<file path="config.mk">
export PLATFORM = sky130hd
export DESIGN_NAME = int_to_radix_ascii
export DESIGN_NICKNAME = d
export VERILOG_FILES = /design/src/sv/itra_pkg.sv /design/src/sv/itra_ctrl.sv /design/src/sv/itra_dp.sv /design/src/sv/int_to_radix_ascii.sv
export SDC_FILE = /design/constraint.sdc
export NUM_CORES = 1
export LEC_CHECK = 0
export ABC_AREA = 1
export BUFFER_PORTS_ARGS = -buffer_cell sky130_fd_sc_hd__buf_2
export CAP_MARGIN = 20
export CORE_MARGIN = 2
export CORE_UTILIZATION = 30
export DETAILED_ROUTE_END_ITERATION = 16
export GPL_ROUTABILITY_DRIVEN = 0
export HOLD_SLACK_MARGIN = 0.05
export SKIP_LAST_GASP = 1
export SLEW_MARGIN = 20
export SYNTH_ARGS = -nofsm -noshare
export SYNTH_HDL_FRONTEND = slang
export SYNTH_HIERARCHICAL = 1
export SYNTH_SLANG_ARGS = --single-unit
export TNS_END_PERCENT = 30
</file>
<file path="constraint.sdc">
create_clock -name clk_i -period 4.2 [get_ports clk_i]
set_input_delay 1.05 -clock clk_i [delete_from_list [all_inputs] [get_ports clk_i]]
set_output_delay 1.05 -clock clk_i [all_outputs]
set_load 0.01 [all_outputs]
</file>
<file path="src/sv/itra_pkg.sv">
// ----------------------------------------------------------------------------
// itra_pkg
// Shared constants, types and the digit-to-ASCII mapping for the integer to
// radix ASCII converter.
// ----------------------------------------------------------------------------
package itra_pkg;

  localparam int unsigned ValueInW       = 64;
  localparam int unsigned BaseW          = 6;
  localparam int unsigned CharW          = 7;
  localparam int unsigned ValueWidthDef  = 64;
  localparam int unsigned MaxDigitsDef   = 64;

  localparam logic [CharW-1:0] AsciiZero = 7'd48;
  localparam logic [BaseW-1:0] DecLimit  = 6'd9;
  localparam logic [CharW-1:0] AlphaGap  = 7'd7;
  localparam logic [BaseW-1:0] MinBase   = 6'd2;

  typedef enum logic [5:0] {
    S_IDLE = 6'b000001,
    S_DIV  = 6'b000010,
    S_STOR = 6'b000100,
    S_READ = 6'b001000,
    S_EMIT = 6'b010000,
    S_ERR  = 6'b100000
  } itra_state_e;

  typedef struct packed {
    logic load_in;
    logic div_step;
    logic store;
    logic rd_en;
    logic emit_load;
    logic err_load;
  } itra_cmd_t;

  typedef struct packed {
    logic base_bad;
    logic div_last;
    logic quot_zero;
    logic buf_full;
    logic rd_first;
    logic out_free;
  } itra_sts_t;

  function automatic logic [CharW-1:0] to_char(input logic [BaseW-1:0] rem);
    logic [CharW-1:0] c;
    c = AsciiZero + {1'b0, rem};
    if (rem > DecLimit) begin
      c = c + AlphaGap;
    end
    return c;
  endfunction

endpackage

</file>
<file path="src/sv/itra_ctrl.sv">
// ----------------------------------------------------------------------------
// itra_ctrl
// Sequencer for the converter: runs the serial divider once per digit, then
// reads the digit buffer back in reverse order into the output register.
// ----------------------------------------------------------------------------
module itra_ctrl
  import itra_pkg::*;
(
  input  logic      clk_i,
  input  logic      rst_ni,
  input  logic      in_valid_i,
  output logic      in_stall_o,
  input  itra_sts_t sts_i,
  output itra_cmd_t cmd_o
);

  itra_state_e state_q, state_d;

  always_ff @(posedge clk_i or negedge rst_ni) begin
    if (!rst_ni) begin
      state_q <= S_IDLE;
    end else begin
      state_q <= state_d;
    end
  end

  always_comb begin
    state_d    = state_q;
    cmd_o      = '0;
    in_stall_o = 1'b1;
    case (state_q)
      S_IDLE: begin
        in_stall_o = 1'b0;
        if (in_valid_i) begin
          cmd_o.load_in = 1'b1;
          state_d = sts_i.base_bad ? S_ERR : S_DIV;
        end
      end
      S_DIV: begin
        cmd_o.div_step = 1'b1;
        if (sts_i.div_last) begin
          state_d = S_STOR;
        end
      end
      S_STOR: begin
        cmd_o.store = 1'b1;
        state_d = (sts_i.quot_zero || sts_i.buf_full) ? S_READ : S_DIV;
      end
      S_READ: begin
        cmd_o.rd_en = 1'b1;
        state_d = S_EMIT;
      end
      S_EMIT: begin
        if (sts_i.out_free) begin
          cmd_o.emit_load = 1'b1;
          state_d = sts_i.rd_first ? S_IDLE : S_READ;
        end
      end
      S_ERR: begin
        if (sts_i.out_free) begin
          cmd_o.err_load = 1'b1;
          state_d = S_IDLE;
        end
      end
      default: begin
        state_d = S_IDLE;
      end
    endcase
  end

endmodule

</file>
<file path="src/sv/itra_dp.sv">
// ----------------------------------------------------------------------------
// itra_dp
// Datapath: restoring bit-serial divider, digit buffer memory and the output
// register that holds one digit until the downstream side takes it.
// ----------------------------------------------------------------------------
module itra_dp
  import itra_pkg::*;
#(
  parameter int unsigned VALUE_WIDTH = ValueWidthDef,
  parameter int unsigned MAX_DIGITS  = MaxDigitsDef
) (
  input  logic                clk_i,
  input  logic                rst_ni,
  input  logic [ValueInW-1:0] value_i,
  input  logic [BaseW-1:0]    base_i,
  input  logic                out_stall_i,
  output logic                out_valid_o,
  output logic [CharW-1:0]    digit_char_o,
  output logic                last_o,
  output logic                error_o,
  input  itra_cmd_t           cmd_i,
  output itra_sts_t           sts_o
);

  localparam int unsigned AddrW = $clog2(MAX_DIGITS);
  localparam int unsigned CntW  = $clog2(VALUE_WIDTH);

  logic [BaseW-1:0]       base_q;
  logic [VALUE_WIDTH-1:0] quot_q;
  logic [BaseW-1:0]       rem_q;
  logic [CntW-1:0]        bitcnt_q;
  logic [AddrW-1:0]       wr_idx_q;
  logic [AddrW-1:0]       rd_idx_q;
  logic [BaseW-1:0]       rd_data_q;
  logic [BaseW-1:0]       digit_mem [MAX_DIGITS];

  logic                   out_valid_q;
  logic [CharW-1:0]       out_char_q;
  logic                   out_last_q;
  logic                   out_err_q;

  logic [BaseW:0]         trial;
  logic [BaseW:0]         trial_sub;
  logic                   trial_ge;

  // One restoring step: shift in the next dividend bit and subtract if it fits.
  assign trial     = {rem_q, quot_q[VALUE_WIDTH-1]};
  assign trial_sub = trial - {1'b0, base_q};
  assign trial_ge  = trial >= {1'b0, base_q};

  always_ff @(posedge clk_i) begin
    if (cmd_i.load_in) begin
      base_q   <= base_i;
      quot_q   <= value_i[VALUE_WIDTH-1:0];
      rem_q    <= '0;
      bitcnt_q <= CntW'(VALUE_WIDTH - 1);
      wr_idx_q <= '0;
    end else if (cmd_i.div_step) begin
      rem_q    <= trial_ge ? trial_sub[BaseW-1:0] : trial[BaseW-1:0];
      quot_q   <= {quot_q[VALUE_WIDTH-2:0], trial_ge};
      bitcnt_q <= bitcnt_q - 1'b1;
    end else if (cmd_i.store) begin
      rem_q    <= '0;
      bitcnt_q <= CntW'(VALUE_WIDTH - 1);
      wr_idx_q <= wr_idx_q + 1'b1;
    end
  end

  // The last stored digit is the most significant one; read back from there.
  always_ff @(posedge clk_i) begin
    if (cmd_i.store) begin
      rd_idx_q <= wr_idx_q;
    end else if (cmd_i.emit_load && (rd_idx_q != '0)) begin
      rd_idx_q <= rd_idx_q - 1'b1;
    end
  end

  always_ff @(posedge clk_i) begin
    if (cmd_i.store) begin
      digit_mem[wr_idx_q] <= rem_q;
    end
  end

  always_ff @(posedge clk_i) begin
    if (cmd_i.rd_en) begin
      rd_data_q <= digit_mem[rd_idx_q];
    end
  end

  always_ff @(posedge clk_i or negedge rst_ni) begin
    if (!rst_ni) begin
      out_valid_q <= 1'b0;
    end else if (cmd_i.emit_load || cmd_i.err_load) begin
      out_valid_q <= 1'b1;
    end else if (!out_stall_i) begin
      out_valid_q <= 1'b0;
    end
  end

  always_ff @(posedge clk_i) begin
    if (cmd_i.emit_load) begin
      out_char_q <= to_char(rd_data_q);
      out_last_q <= (rd_idx_q == '0);
      out_err_q  <= 1'b0;
    end else if (cmd_i.err_load) begin
      out_char_q <= '0;
      out_last_q <= 1'b1;
      out_err_q  <= 1'b1;
    end
  end

  assign sts_o.base_bad  = base_i < MinBase;
  assign sts_o.div_last  = (bitcnt_q == '0);
  assign sts_o.quot_zero = (quot_q == '0);
  assign sts_o.buf_full  = (wr_idx_q == AddrW'(MAX_DIGITS - 1));
  assign sts_o.rd_first  = (rd_idx_q == '0);
  assign sts_o.out_free  = !out_valid_q || !out_stall_i;

  assign out_valid_o  = out_valid_q;
  assign digit_char_o = out_char_q;
  assign last_o       = out_last_q;
  assign error_o      = out_err_q;

endmodule

</file>
<file path="src/sv/int_to_radix_ascii.sv">
// Each digit comes from the serial divider and goes to the digit buffer; the
// buffer is then read back, most significant digit first, into the output.
// A request of up to MAX_DIGITS digits is finished before the next is taken.
// A base below two loads an error result once the output register is free.
// One request is worked at a time; the divider makes one quotient bit per cycle.
// Reset is asynchronous and active low; it returns the sequencer to idle.
// ----------------------------------------------------------------------------
// int_to_radix_ascii
// Converts an unsigned value to its ASCII digits in a given base, most
// significant digit first, with the final digit marked.
// ----------------------------------------------------------------------------
module int_to_radix_ascii
  import itra_pkg::*;
#(
  parameter int unsigned VALUE_WIDTH = ValueWidthDef,
  parameter int unsigned MAX_DIGITS  = MaxDigitsDef
) (
  input  logic                clk_i,
  input  logic                rst_ni,
  input  logic                in_valid_i,
  output logic                in_stall_o,
  input  logic [ValueInW-1:0] value_i,
  input  logic [BaseW-1:0]    base_i,
  output logic                out_valid_o,
  input  logic                out_stall_i,
  output logic [CharW-1:0]    digit_char_o,
  output logic                last_o,
  output logic                error_o
);

  itra_cmd_t cmd;
  itra_sts_t sts;

  itra_ctrl u_ctrl (
    .clk_i      (clk_i),
    .rst_ni     (rst_ni),
    .in_valid_i (in_valid_i),
    .in_stall_o (in_stall_o),
    .sts_i      (sts),
    .cmd_o      (cmd)
  );

  itra_dp #(
    .VALUE_WIDTH (VALUE_WIDTH),
    .MAX_DIGITS  (MAX_DIGITS)
  ) u_dp (
    .clk_i        (clk_i),
    .rst_ni       (rst_ni),
    .value_i      (value_i),
    .base_i       (base_i),
    .out_stall_i  (out_stall_i),
    .out_valid_o  (out_valid_o),
    .digit_char_o (digit_char_o),
    .last_o       (last_o),
    .error_o      (error_o),
    .cmd_i        (cmd),
    .sts_o        (sts)
  );

endmodule

</file>
==> metrics.md, run 1 <==
| Metric | Value |
|---|---|
| TritonCTS Buffers | `53` |
| WP data arrival | `1.75 ns` |
| Sequential element share of the synthesized area | `66.7%` |
| Fin crit period | `2.80 ns` |
| Critical Path Sink | `in_stall_o` |
| Worst r2r src | `u_ctrl/state_q[5]$_DFFE_PN0P_` |
| Worst R2R End | `u_dp/digit_mem[34][2]$_DFFE_PP_` |
| Routed Antenna Nets | `0` |
| Tightest Pin Transition | `0.928 ns` |
| Setup-failing EPs final | `0` |
| FILL cells | `7396` |
| Outcome | `finished clean` |
| # resized after CTS | `0` |
| R2r setup slk | `1.40 ns` |
| DP Area | `0.0236 sq mm` |
| Die area | `0.0761 sq mm` |
| CTS Sinks | `500` |
| Synth-to-Final Area Change | `14.0%` |
| Clock-pin slew on the worst setup and hold paths | `0.06 ns` |
| CP Capture Type | `output pin` |
| RSZ-0062 raised after global routing | `no` |
| Stages on worst setup path | `4` |
| Drc violations | `0` |
| IO Pins | `85` |
| Hold violation count in the final report | `0` |
| Pin count of the biggest net entering global routing | `202` |
| CP startpoint | `u_ctrl/state_q[0]$_DFFE_PN1P_` |
| Slowest cell on crit path | `dfstp_2` |
| Hold_ws | `0.273 ns` |
| DIE HEIGHT | `276 microns` |
| Share of cells above drive strength 1 | `9.15%` |
| Top cells by count, synth | `nand2_1, edfxtp_1, inv_1, nor2_1, nand3_1` |
| Post-Route Skew | `0.0167 ns` |
| CTS H-Tree Depth | `2` |
| Max_cap viols | `0` |
| Seq cells post-synth | `500` |
| Root buf cell | `clkbuf_16` |
| Cell family with most CP delay | `flip-flops` |
| Vias in the first global route | `14438` |
| Power share of the clock group | `32.5%` |
| Chip width | `276 microns` |
| DR pass1 iterations | `6` |
| Design Area, Final | `0.0253 sq mm` |
| Gr ovfl total | `0` |
| Clock Path Buffers | `3` |
| Fin crit share | `66.8%` |
| First-pass GRT wire length | `81000 microns` |
| Share of the synthesized area in the top cell type | `64.2%` |
| Crit-path cells | `inv_2, nor2_2, nand3_1, buf_2` |
| Most frequent cell after synthesis | `nand2_1` |
| Comb power frac | `19.5%` |
| CP peak stage delay | `0.57 ns` |
| Switching Fraction | `29.5%` |
| Hold_buf cts | `0` |
| Final Util | `34.6%` |
| Final setup margin | `1.40 ns` |
| Avg Cell Area, Syn | `9.90 sq um` |
| R2R depth | `7` |
| Drt initial violations | `1258` |
| Post-DP HPWL | `30600 microns` |
| Post-DR wirelength/cell | `15.7 microns` |
| Internal power | `10.0 mW` |
| Worst slew margin | `38.1%` |
| Crit path launch type | `flip-flop` |
| CP Buf/Inv Count | `2` |
| Post-Syn Nets | `2330` |
| CP Data Required Time | `3.15 ns` |
| Post-synth EDFFs | `474` |
| Initial antenna violation count | `0` |
| Peak Freq | `357 MHz` |
| Yosys top cell by area | `edfxtp_1` |
| Number of port buffers | `84` |
| Core area | `0.0731 sq mm` |
| DR vias | `15026` |
| Worst slack, placed | `1.41 ns` |
| Max IR drop VDD | `481 uV` |
| Setup Buffers After CTS | `0` |
| Crit path kind | `flip-flop to output pin` |
| Synth area leaders | `edfxtp_1, nand2_1, nand3_1, inv_1, nor2_1` |
| Worst hold path class | `input pin to async pin` |
| Net Sw Power | `4.20 mW` |
| Drt total wl | `51900 microns` |
| Fin nets | `2390` |
| Pwr per Cell Area | `563 mW/mm^2` |
| Cell row count | `99` |
| Lkg Pwr | `10.3 nW` |
| Peak fanout along the critical path | `5` |
| Pins over their slew limit | `0` |
| Post-synthesis instance total | `2240` |
| Post-synthesis cell type count | `42` |
| Post-synthesis cell area | `0.0222 sq mm` |
| N_diodes | `0` |
| Synth Flop Type | `edfxtp_1` |
| Ys Warns | `6` |
| Multi-input logic area | `0.00604 sq mm` |
| Sequential share of power | `48.1%` |
| Vias per cell | `4.55` |
| Worst skew pair latency | `0.60 ns` |
| CTS tree | `done` |
| Final setup TNS | `0 ns` |
| Total track usage | `13.6%` |
| FF+latch area | `0.0148 sq mm` |
| Async SR Flop Fraction | `1.40%` |
| Starting density of the core | `30.4%` |
==> metal layers <==
layer  up-vias  GRT usage (%)  share of wire [%]
li1       7459              -                  -
met4         0           4.27                2.3
met1      7055           18.8                 46
met3        78           2.42                6.2
met2       434           21.9                 46
met5         -              0                  0
==> placed cells by master, fill, tap and decap left out, drive strengths merged, types with 32 or more instances in the layout <==
| master | instances |
|---|---|
| buf | 104 |
| a21oi | 32 |
| nor2 | 238 |
| nand2 | 774 |
| o21ai | 72 |
| clkbuf | 70 |
| inv | 241 |
| edfxtp | 474 |
| nand3 | 208 |
==> power by group through the flow <==
stage | combinational, mW | sequential [mW] | clock [mW]
2_1_floorplan | 1.65 | 7.09 | 0
3_3_place_gp | 2.76 | 6.95 | 0
3_5_place_dp | 2.81 | 6.94 | 0
4_1_cts | 2.82 | 6.84 | 4.71
5_1_grt | 3.15 | 6.91 | 4.89
6_report | 2.77 | 6.84 | 4.62
==> cells by family after synthesis <==
kind of cell,after synthesis,share of synthesized area [%]
and+or+nand+nor,1265,23.3
DFF,500,66.7
buffers and inverters,340,6.15
AOI/OAI and AO/OA,113,2.69
adders and majority gates,16,0.936
xor gates and xnor gates,6,0.237
==> final cells by class <==
| cell class | instances | area share (%) |
|---|---|---|
| tap | 959 | 4.74 |
| clock inverter | 25 | 0.975 |
| timing repair buffer | 104 | 2.50 |
| sequential | 500 | 58.5 |
| inverter | 241 | 3.59 |
| clock buffer | 70 | 5.78 |
| multi-input combinational | 1400 | 23.9 |
==> per-stage QoR <==
step                power (mW)  instances
floorplan                 8.74       2240
global placement          9.71       3204
detailed placement        9.74       3204
CTS                       14.4       3299
global route              14.9       3299
finish                    14.2       3299
==> sequential cells by signal, indices dropped and copies added, names as in the netlist <==
register           flops
u_ctrl/state_q         6
u_dp/quot_q           64
u_dp/digit_mem       384
u_dp/out_valid_o       1
u_dp/digit_char_o      7
u_dp/bitcnt_q          6
u_dp/last_o            1
u_dp/wr_idx_q          6
u_dp/rd_idx_q          6
u_dp/base_q            6
u_dp/rd_data_q         6
u_dp/error_o           1
u_dp/rem_q             6
==> worst min path at each step <==
| stage | to | cells past startpoint | startpoint | slack [ns] |
|---|---|---|---|---|
| after detailed placement | u_dp/rem_q[5]$_SDFFE_PP0P_ | 2 | u_dp/rem_q[5]$_SDFFE_PP0P_ | 0.45 |
| after global routing | u_ctrl/state_q[4]$_DFFE_PN0P_ | 1 | rst_ni | 0.27 |
| after global placement | u_dp/rem_q[5]$_SDFFE_PP0P_ | 2 | u_dp/rem_q[5]$_SDFFE_PP0P_ | 0.45 |
| final | u_ctrl/state_q[4]$_DFFE_PN0P_ | 1 | rst_ni | 0.27 |
| after floorplan | u_dp/bitcnt_q[0]$_SDFFE_PP1P_ | 2 | u_dp/bitcnt_q[0]$_SDFFE_PP1P_ | 0.44 |
| after CTS | u_ctrl/state_q[4]$_DFFE_PN0P_ | 1 | rst_ni | 0.25 |
Power figures use the tool's default switching activity.
==> run 2, diff against run 1 <==
ABC_AREA = 0   (was 1)
clock period = 2.53 ns   (was 4.2 ns; I/O delays follow)
==> run 2 against run 1 <==
Net effect: die area shrank 6.5%; largest cell class unchanged; sequential power grew 62%; synthesized cell count shrank 47%.
==> metrics.md, run 2 <==
| Metric | Value |
|---|---|
| Switching Fraction | `26.9% (-2.6 points)` |
| Post-Place Cells | `2223 (-31%)` |
| Vias in the first global route | `11954 (-17%)` |
| Post-Syn Nets | `1286 (-45%)` |
| Routed Antenna Nets | `0 (unchanged)` |
| Drt total wl | `48300 microns (-6.9%)` |
| CP peak stage delay | `0.49 ns (-0.08 ns)` |
| Starting density of the core | `30.3% (-0.11 points)` |
| Total track usage | `13.5% (-0.11 points)` |
| Sequential share of power | `49.5% (+1.4 points)` |
| DIE HEIGHT | `267 microns (-3.3%)` |
| Synth area leaders | `edfxtp_1, mux4_2, mux2_2, nor2_1, dfxtp_1` |
| Post-synth EDFFs | `474 (unchanged)` |
| Crit path launch type | `flip-flop` |
| Final setup TNS | `0 ns (unchanged)` |
| Worst slew margin | `47.8% (+9.7 points)` |
| Top cells by count, synth | `edfxtp_1, nor2_1, mux4_2, mux2_2, nand2_1` |
| Most frequent cells in the layout | `edfxtp_1, buf_4, nor2_1` |
| Yosys top cell by area | `edfxtp_1` |
| CP Data Required Time | `2.82 ns (-0.33 ns)` |
| Pins over their slew limit | `0 (unchanged)` |
| Crit path kind | `flip-flop to flip-flop` |
| Peak Freq | `404 MHz` |
| Post-synthesis cell type count | `69 (+64%)` |
| Worst r2r src | `u_dp/rd_idx_q[0]$_DFFE_PP_` |
| Crit-path cells | `buf_4, buf_12, buf_12, mux4_2, o22ai_1, buf_4, nor3_1, a21oi_1, o21ai_1` |
| WP data arrival | `2.76 ns (+1.01 ns)` |
| CP startpoint | `u_dp/rd_idx_q[0]$_DFFE_PP_` |
| Vias per cell | `4.94 (+8.4%)` |
| Drc violations | `0 (unchanged)` |
| Pin count of the biggest net entering global routing | `67 (-67%)` |
| Comb power frac | `18.2% (-1.3 points)` |
| Sequential element share of the synthesized area | `71.4% (+4.7 points)` |
| CP Capture Type | `flip-flop` |
| Internal power | `16.5 mW (+64%)` |
| Peak fanout along the critical path | `12 (+7)` |
| Async SR Flop Fraction | `1.40% (unchanged)` |
| Slowest cell on crit path | `mux4_2` |
| Register bank with the most flops | `u_dp/digit_mem` |
| IO Pins | `85 (unchanged)` |
| RSZ-0062 raised after global routing | `yes` |
| Synth-to-Final Area Change | `19.2%` |
| Fin crit share | `97.8%` |
| Post-DP HPWL | `31000 microns (+1.4%)` |
| Die area | `0.0712 sq mm (-6.5%)` |
| TritonCTS Buffers | `53 (unchanged)` |
| CTS Sinks | `500 (unchanged)` |
| Root buf cell | `clkbuf_16` |
| Worst skew pair latency | `0.60 ns (about the same)` |
| Cell family with most CP delay | `compound AO/OA/AOI/OAI gates` |
| Pwr per Cell Area | `912 mW/mm^2 (+62%)` |
| Cell row count | `96 (-3.0%)` |
| Drt initial violations | `968 (-23%)` |
| Max_cap viols | `0 (unchanged)` |
| Seq cells post-synth | `500 (unchanged)` |
| Fin nets | `1490 (-38%)` |
| Lkg Pwr | `8.41 nW (-18%)` |
| Share of the synthesized area in the top cell type | `68.7% (+4.6 points)` |
| Post-synthesis cell area | `0.0207 sq mm (-6.6%)` |
| CTS tree | `done` |
| Hold path startpoint | `base_i[0]` |
| Max IR drop VDD | `538 uV (+12%)` |
| Synth Flop Type | `edfxtp_1` |
| Gr ovfl total | `0 (unchanged)` |
| Hold violation count in the final report | `0 (unchanged)` |
| Share of cells above drive strength 1 | `32.9% (+24 points)` |
| Avg Cell Area, Syn | `17.3 sq um (+75%)` |
| Hold_ws | `0.224 ns (-0.0496 ns)` |
| Final cell count without fillers | `2326 (-29%)` |
| Max reg flops | `384 (unchanged)` |
| Worst hold path class | `input pin to flip-flop` |
| Ys Warns | `6 (unchanged)` |
| CTS H-Tree Depth | `2 (unchanged)` |
| Core area | `0.0685 sq mm (-6.3%)` |
| Post-Route Skew | `0.0254 ns (+0.00873 ns)` |
| Power share of the clock group | `32.2% (-0.3 points)` |
| Chip width | `267 microns (-3.3%)` |
| DR vias | `11484 (-24%)` |
| Net Sw Power | `6.05 mW (+44%)` |
| Final setup margin | `0.0559 ns (-1.34 ns)` |
| DR pass1 iterations | `4 (-2)` |
| Worst slack, placed | `0.000727 ns (-1.41 ns)` |
| Clock Path Buffers | `3 (unchanged)` |
| Post-DR wirelength/cell | `20.8 microns (+32%)` |
| Most frequent cell after synthesis | `edfxtp_1` |
| Fin crit period | `2.47 ns` |
| Outcome | `finished clean` |
| Clock-pin slew on the worst setup and hold paths | `0.06 ns (about the same)` |
| Post-synthesis instance total | `1196 (-47%)` |
| Commonest non-fill, non-tap cell in the layout | `edfxtp_1` |
| First-pass GRT wire length | `73000 microns (-9.9%)` |
| Tightest Pin Transition | `0.783 ns (-0.145 ns)` |
| Initial antenna violation count | `1 (+1)` |
| Number of port buffers | `84 (unchanged)` |
| CP Buf/Inv Count | `4 (+2)` |
| Setup-failing EPs final | `0 (unchanged)` |
run 2: cell types whose count changed after synthesis, sizes merged, moves of 17 or more:
| cell | delta |
|---|---|
| buf | -38 |
| inv | -211 |
| mux2 | +66 |
| mux2i | +26 |
| mux4 | +84 |
| nand2 | -736 |
| nand3 | -186 |
| nor2 | -133 |
| nor3 | +17 |
| o21ai | -53 |
run 2: cells by family (layout without fill, tap and decap cells):
kind of cell | Yosys count | count (layout) | synth area share, %
mux | 176 | 176 | 14.0
xor+xnor | 19 | 19 | 0.803
buf+inv | 93 | 340 | 2.18
other cells | 0 | 1 | 0
compound gates | 113 | 113 | 3.85
fa+ha+maj | 16 | 16 | 1.00
flops | 500 | 500 | 71.4
simple gates | 279 | 279 | 6.77
run 2: timing repair:
item	in CTS	in global routing
resized for setup	1	3
endpoints found under the setup margin	1	42
hold endpoints to repair	6	0
pin swaps	0	0
hold buffers	1	0
setup buffers	0	2
cloned	0	1
run 2: worst reg2reg max path: stages (launching register included):
cell and delay [ns]:
edfxtp_1 0.34, buf_4 0.15, buf_12 0.17, buf_12 0.15
mux4_2 0.50, o22ai_1 0.20, buf_4 0.15, nor3_1 0.06
a21oi_1 0.25, o21ai_1 0.20
run 2: metrics by stage:
stage | utilization [%] | area [sq um] | total power, mW
finish | 36.1 | 24700 | 22.5
global route | 36.1 | 24700 | 23.5
CTS | 36.0 | 24600 | 22.7
detailed placement | 33.6 | 23000 | 15.4
global placement | 33.6 | 23000 | 15.3
floorplan | - | 20700 | 13.9
run 2: power groups by stage:
stage / combinational (mW) / sequential, mW / clock [mW]
floorplan: 2.47 / 11.4 / 0
global placement: 4.03 / 11.3 / 0
detailed placement: 4.13 / 11.3 / 0
CTS: 4.15 / 11.1 / 7.44
global route: 4.50 / 11.2 / 7.76
finish: 4.11 / 11.1 / 7.26
run 2: layer usage:
layer	vias up	wire length (microns)	track usage (%)
li1	5152	-	-
met1	5902	20700	17.7
met2	339	23400	22.3
met3	91	2800	2.87
met4	0	1380	4.54
met5	-	0	0
run 2: cell type report:
type,instances,area [sq um]
Fill cell,6428,43800
Inverter,29,109
Timing Repair Buffer,213,1560
Clock inverter,33,204
Tap cell,882,1100
Antenna cell,1,2.50
Sequential cell,500,14800
Multi-Input combinational cell,603,5500
Clock buffer,65,1420
run 2: path summary, 6_finish.rpt:
kind | endpoint | slack [ns] | cells past startpoint
max in group asynchronous | u_ctrl/state_q[0]$_DFFE_PN1P_ | 1.89 | 2
hold reg to reg | u_dp/error_o$_SDFFE_PP0P_ | 0.49 | 2
min in group asynchronous | u_ctrl/state_q[2]$_DFFE_PN0P_ | 0.41 | 2
setup / recovery | u_dp/rd_data_q[5]$_DFFE_PP_ | 0.06 | 9
setup reg to reg | u_dp/rd_data_q[5]$_DFFE_PP_ | 0.06 | 9
hold / removal | u_dp/base_q[0]$_DFFE_PP_ | 0.22 | 1
==> run 3, diff against run 2 <==
--- a/config.mk
+++ b/config.mk
@@ -13,4 +13,5 @@
 export DETAILED_ROUTE_END_ITERATION = 16
 export GPL_ROUTABILITY_DRIVEN = 0
+export GPL_TIMING_DRIVEN = 0
 export HOLD_SLACK_MARGIN = 0.05
 export SKIP_LAST_GASP = 1
==> constraint.sdc (replaced) <==
create_clock -name clk_i -period 2.53 [get_ports clk_i]
set_input_delay 0.1265 -clock clk_i [delete_from_list [all_inputs] [get_ports clk_i]]
set_output_delay 0.1265 -clock clk_i [all_outputs]
set_load 0.01 [all_outputs]
==> run 3 against run 2 <==
Net effect: the flow now finishes with violations (setup timing); first-iteration DRC count decreased by 1.9%; maximum frequency decreased by 4.0%; final area grew 3.3%; utilization rose by 1.2 points; non-clock buffer count increased by 20; critical path type unchanged.
==> metrics.md, run 3 (synthesis gave the netlist of run 2 again) <==
| Metric | Value |
|---|---|
| GR peak layer | `met2` |
| Crit path launch type | `flip-flop` |
| Drt total wl | `51400 microns (+6.4%)` |
| Hold Path Depth | `2 (+1)` |
| Hold path startpoint | `base_i[0]` |
| Post-DP HPWL | `32400 microns (+4.3%)` |
| Worst slew margin | `34.6% (-13 points)` |
| R2r setup slk | `-0.05 ns (-0.10 ns)` |
| Final setup margin | `-0.0469 ns (-0.103 ns)` |
| IO Pins | `85 (unchanged)` |
| Worst r2r src | `u_dp/rem_q[1]$_SDFFE_PP0P_` |
| Fin crit share | `102% (+4.1 points)` |
| Initial antenna violation count | `0 (-1)` |
| Commonest non-fill, non-tap cell in the layout | `edfxtp_1` |
| Setup-failing EPs final | `30 (+30)` |
| First-pass GRT wire length | `75200 microns (+3.0%)` |
| Slowest cell on crit path | `dfxtp_4` |
| Vias per cell | `5.07 (+2.6%)` |
| GR met1 Demand/Resource | `18.2% (+0.49 points)` |
| Chip width | `267 microns (unchanged)` |
| DIE HEIGHT | `267 microns (unchanged)` |
| Design Area, Final | `0.0255 sq mm (+3.3%)` |
| Final Util | `37.3% (+1.2 points)` |
| Synth-to-Final Area Change | `23.2%` |
| R2R depth | `6 (-3)` |
| Fin crit period | `2.58 ns (+0.103 ns)` |
| Cell family with most CP delay | `flip-flops` |
| Worst skew pair latency | `0.62 ns (+0.02 ns)` |
| Hold violation count in the final report | `0 (unchanged)` |
| Failing checks | `setup timing` |
| DR vias | `11864 (+3.3%)` |
| Core area | `0.0685 sq mm (unchanged)` |
| Pwr per Cell Area | `896 mW/mm^2 (-1.7%)` |
| Crit path kind | `flip-flop to flip-flop` |
| Routing usage on met2 | `24.0% (+1.7 points)` |
| Outcome | `complete, but fails checks` |
| Number of port buffers | `84 (unchanged)` |
| Max_cap viols | `0 (unchanged)` |
| CP Data Required Time | `3.02 ns (+0.20 ns)` |
| Die area | `0.0712 sq mm (unchanged)` |
| Most frequent cells in the layout | `edfxtp_1, buf_2, mux4_2` |
| Hold path endpoint | `u_dp/base_q[0]$_DFFE_PP_` |
| Vias in the first global route | `12240 (+2.4%)` |
| Crit-path cells | `ha_1, nand3_1, a21oi_1, o31a_1, or3_1, a32o_1` |
| Cell row count | `96 (unchanged)` |
| CTS tree | `done` |
| DP Area | `0.0223 sq mm (-3.1%)` |
| Starting density of the core | `30.3% (unchanged)` |
| WP data arrival | `3.06 ns (+0.30 ns)` |
| Lkg Pwr | `8.40 nW (-0.11%)` |
| CTS Sinks | `500 (unchanged)` |
| FILL cells | `6314 (-1.8%)` |
| CP Buf/Inv Count | `0 (-4)` |
| Root buf cell | `clkbuf_16` |
| Clock Path Buffers | `3 (unchanged)` |
| Peak fanout along the critical path | `67 (+55)` |
| N_diodes | `0 (-1)` |
| Clock-pin slew on the worst setup and hold paths | `0.06 ns (about the same)` |
| Drt initial violations | `950 (-1.9%)` |
| RSZ-0062 raised after global routing | `yes` |
| Register bank with the most flops | `u_dp/digit_mem` |
| CTS H-Tree Depth | `2 (unchanged)` |
| CP peak stage delay | `0.84 ns (+0.35 ns)` |
| Hold_ws | `0.247 ns (+0.0236 ns)` |
| Post-Route Skew | `0.0438 ns (+0.0184 ns)` |
| Pin count of the biggest net entering global routing | `69 (+3.0%)` |
| GR Layer Usage met3 | `2.92% (+0.046 points)` |
| Stages on worst setup path | `6 (-3)` |
| Total track usage | `14.2% (+0.67 points)` |
| Gr ovfl total | `0 (unchanged)` |
| Max IR drop VDD | `630 uV (+17%)` |
| Max reg flops | `384 (unchanged)` |
| Peak Freq | `388 MHz (-4.0%)` |
| Drc violations | `0 (unchanged)` |
| Worst hold path class | `input pin to flip-flop` |
| Share of cells above drive strength 1 | `33.5% (+0.58 points)` |
| Fin nets | `1514 (+1.6%)` |
| Pins over their slew limit | `0 (unchanged)` |
| Worst R2R End | `u_dp/rem_q[4]$_SDFFE_PP0P_` |
| DR pass1 iterations | `5 (+1)` |
| Tightest Pin Transition | `0.972 ns (+0.189 ns)` |
| Routed Antenna Nets | `0 (unchanged)` |
| TritonCTS Buffers | `52 (-1.9%)` |
| CP Capture Type | `flip-flop` |
| Post-DR wirelength/cell | `21.9 microns (+5.7%)` |
-- run 3: worst reg2reg max path: stages (launching register included) --
cell and delay [ns]:
dfxtp_4 0.84, ha_1 0.41, nand3_1 0.13, a21oi_1 0.10, o31a_1 0.39, or3_1 0.34, a32o_1 0.26
-- run 3: layout make-up --
cell class / instances / area, sq um / area share, %
clock inverter: 26 / 205 / 0.804
inverter: 29 / 109 / 0.427
timing repair buffer: 170 / 1320 / 5.15
tap: 882 / 1100 / 4.32
multi-input combinational: 608 / 6120 / 24.0
buffer: 63 / 474 / 1.86
sequential: 500 / 14800 / 58.0
clock buffer: 64 / 1380 / 5.39
-- run 3: what timing repair did --
action                     in CTS  in global routing
gates resized for setup       140                 82
setup endpoints to repair     536                504
hold buffers                   75                  0
gates cloned                    2                  3
setup buffers                   1                  9
hold endpoints to repair       89                  0
pin swaps                       6                  7
-- run 3: how the worst max path moves through the flow --
stage                                        startpoint  slack (ns)                              end
after CTS                 u_ctrl/state_q[0]$_DFFE_PN1P_       -0.24        u_dp/quot_q[46]$_DFFE_PP_
after detailed placement  u_ctrl/state_q[4]$_DFFE_PN0P_       -0.99   u_dp/digit_mem[6][1]$_DFFE_PP_
after global placement       u_dp/rem_q[4]$_SDFFE_PP0P_       -1.27       u_dp/rem_q[5]$_SDFFE_PP0P_
final                        u_dp/rem_q[1]$_SDFFE_PP0P_       -0.05       u_dp/rem_q[4]$_SDFFE_PP0P_
after floorplan              u_dp/rem_q[4]$_SDFFE_PP0P_       0.009       u_dp/rem_q[2]$_SDFFE_PP0P_
after global routing      u_ctrl/state_q[5]$_DFFE_PN0P_       -0.18  u_dp/digit_mem[45][1]$_DFFE_PP_
-- run 3: layer usage --
metal	part of all wire [%]	up-vias
li1	-	5220
met3	6.4	97
met1	41	6125
met4	3.1	0
met2	49	422
met5	0	-
-- run 3: power breakdown --
part | internal [mW] | switching, mW
combinational | 1.76 | 2.29
sequential | 10.7 | 0.936
clock | 4.05 | 3.14
total | 16.5 | 6.36
-- run 3: per-stage QoR --
step                cells  setup slack (ns)  TNS (ns)  total power [mW]
CTS                  2331            -0.244    -34.44              22.8
detailed placement   2163            -0.994   -304.92              15.3
global route         2342            -0.182    -13.83              23.8
global placement     2162             -1.27   -307.19              15.2
floorplan            1196           0.00894         0              13.9
finish               2342           -0.0469    -0.734              22.9
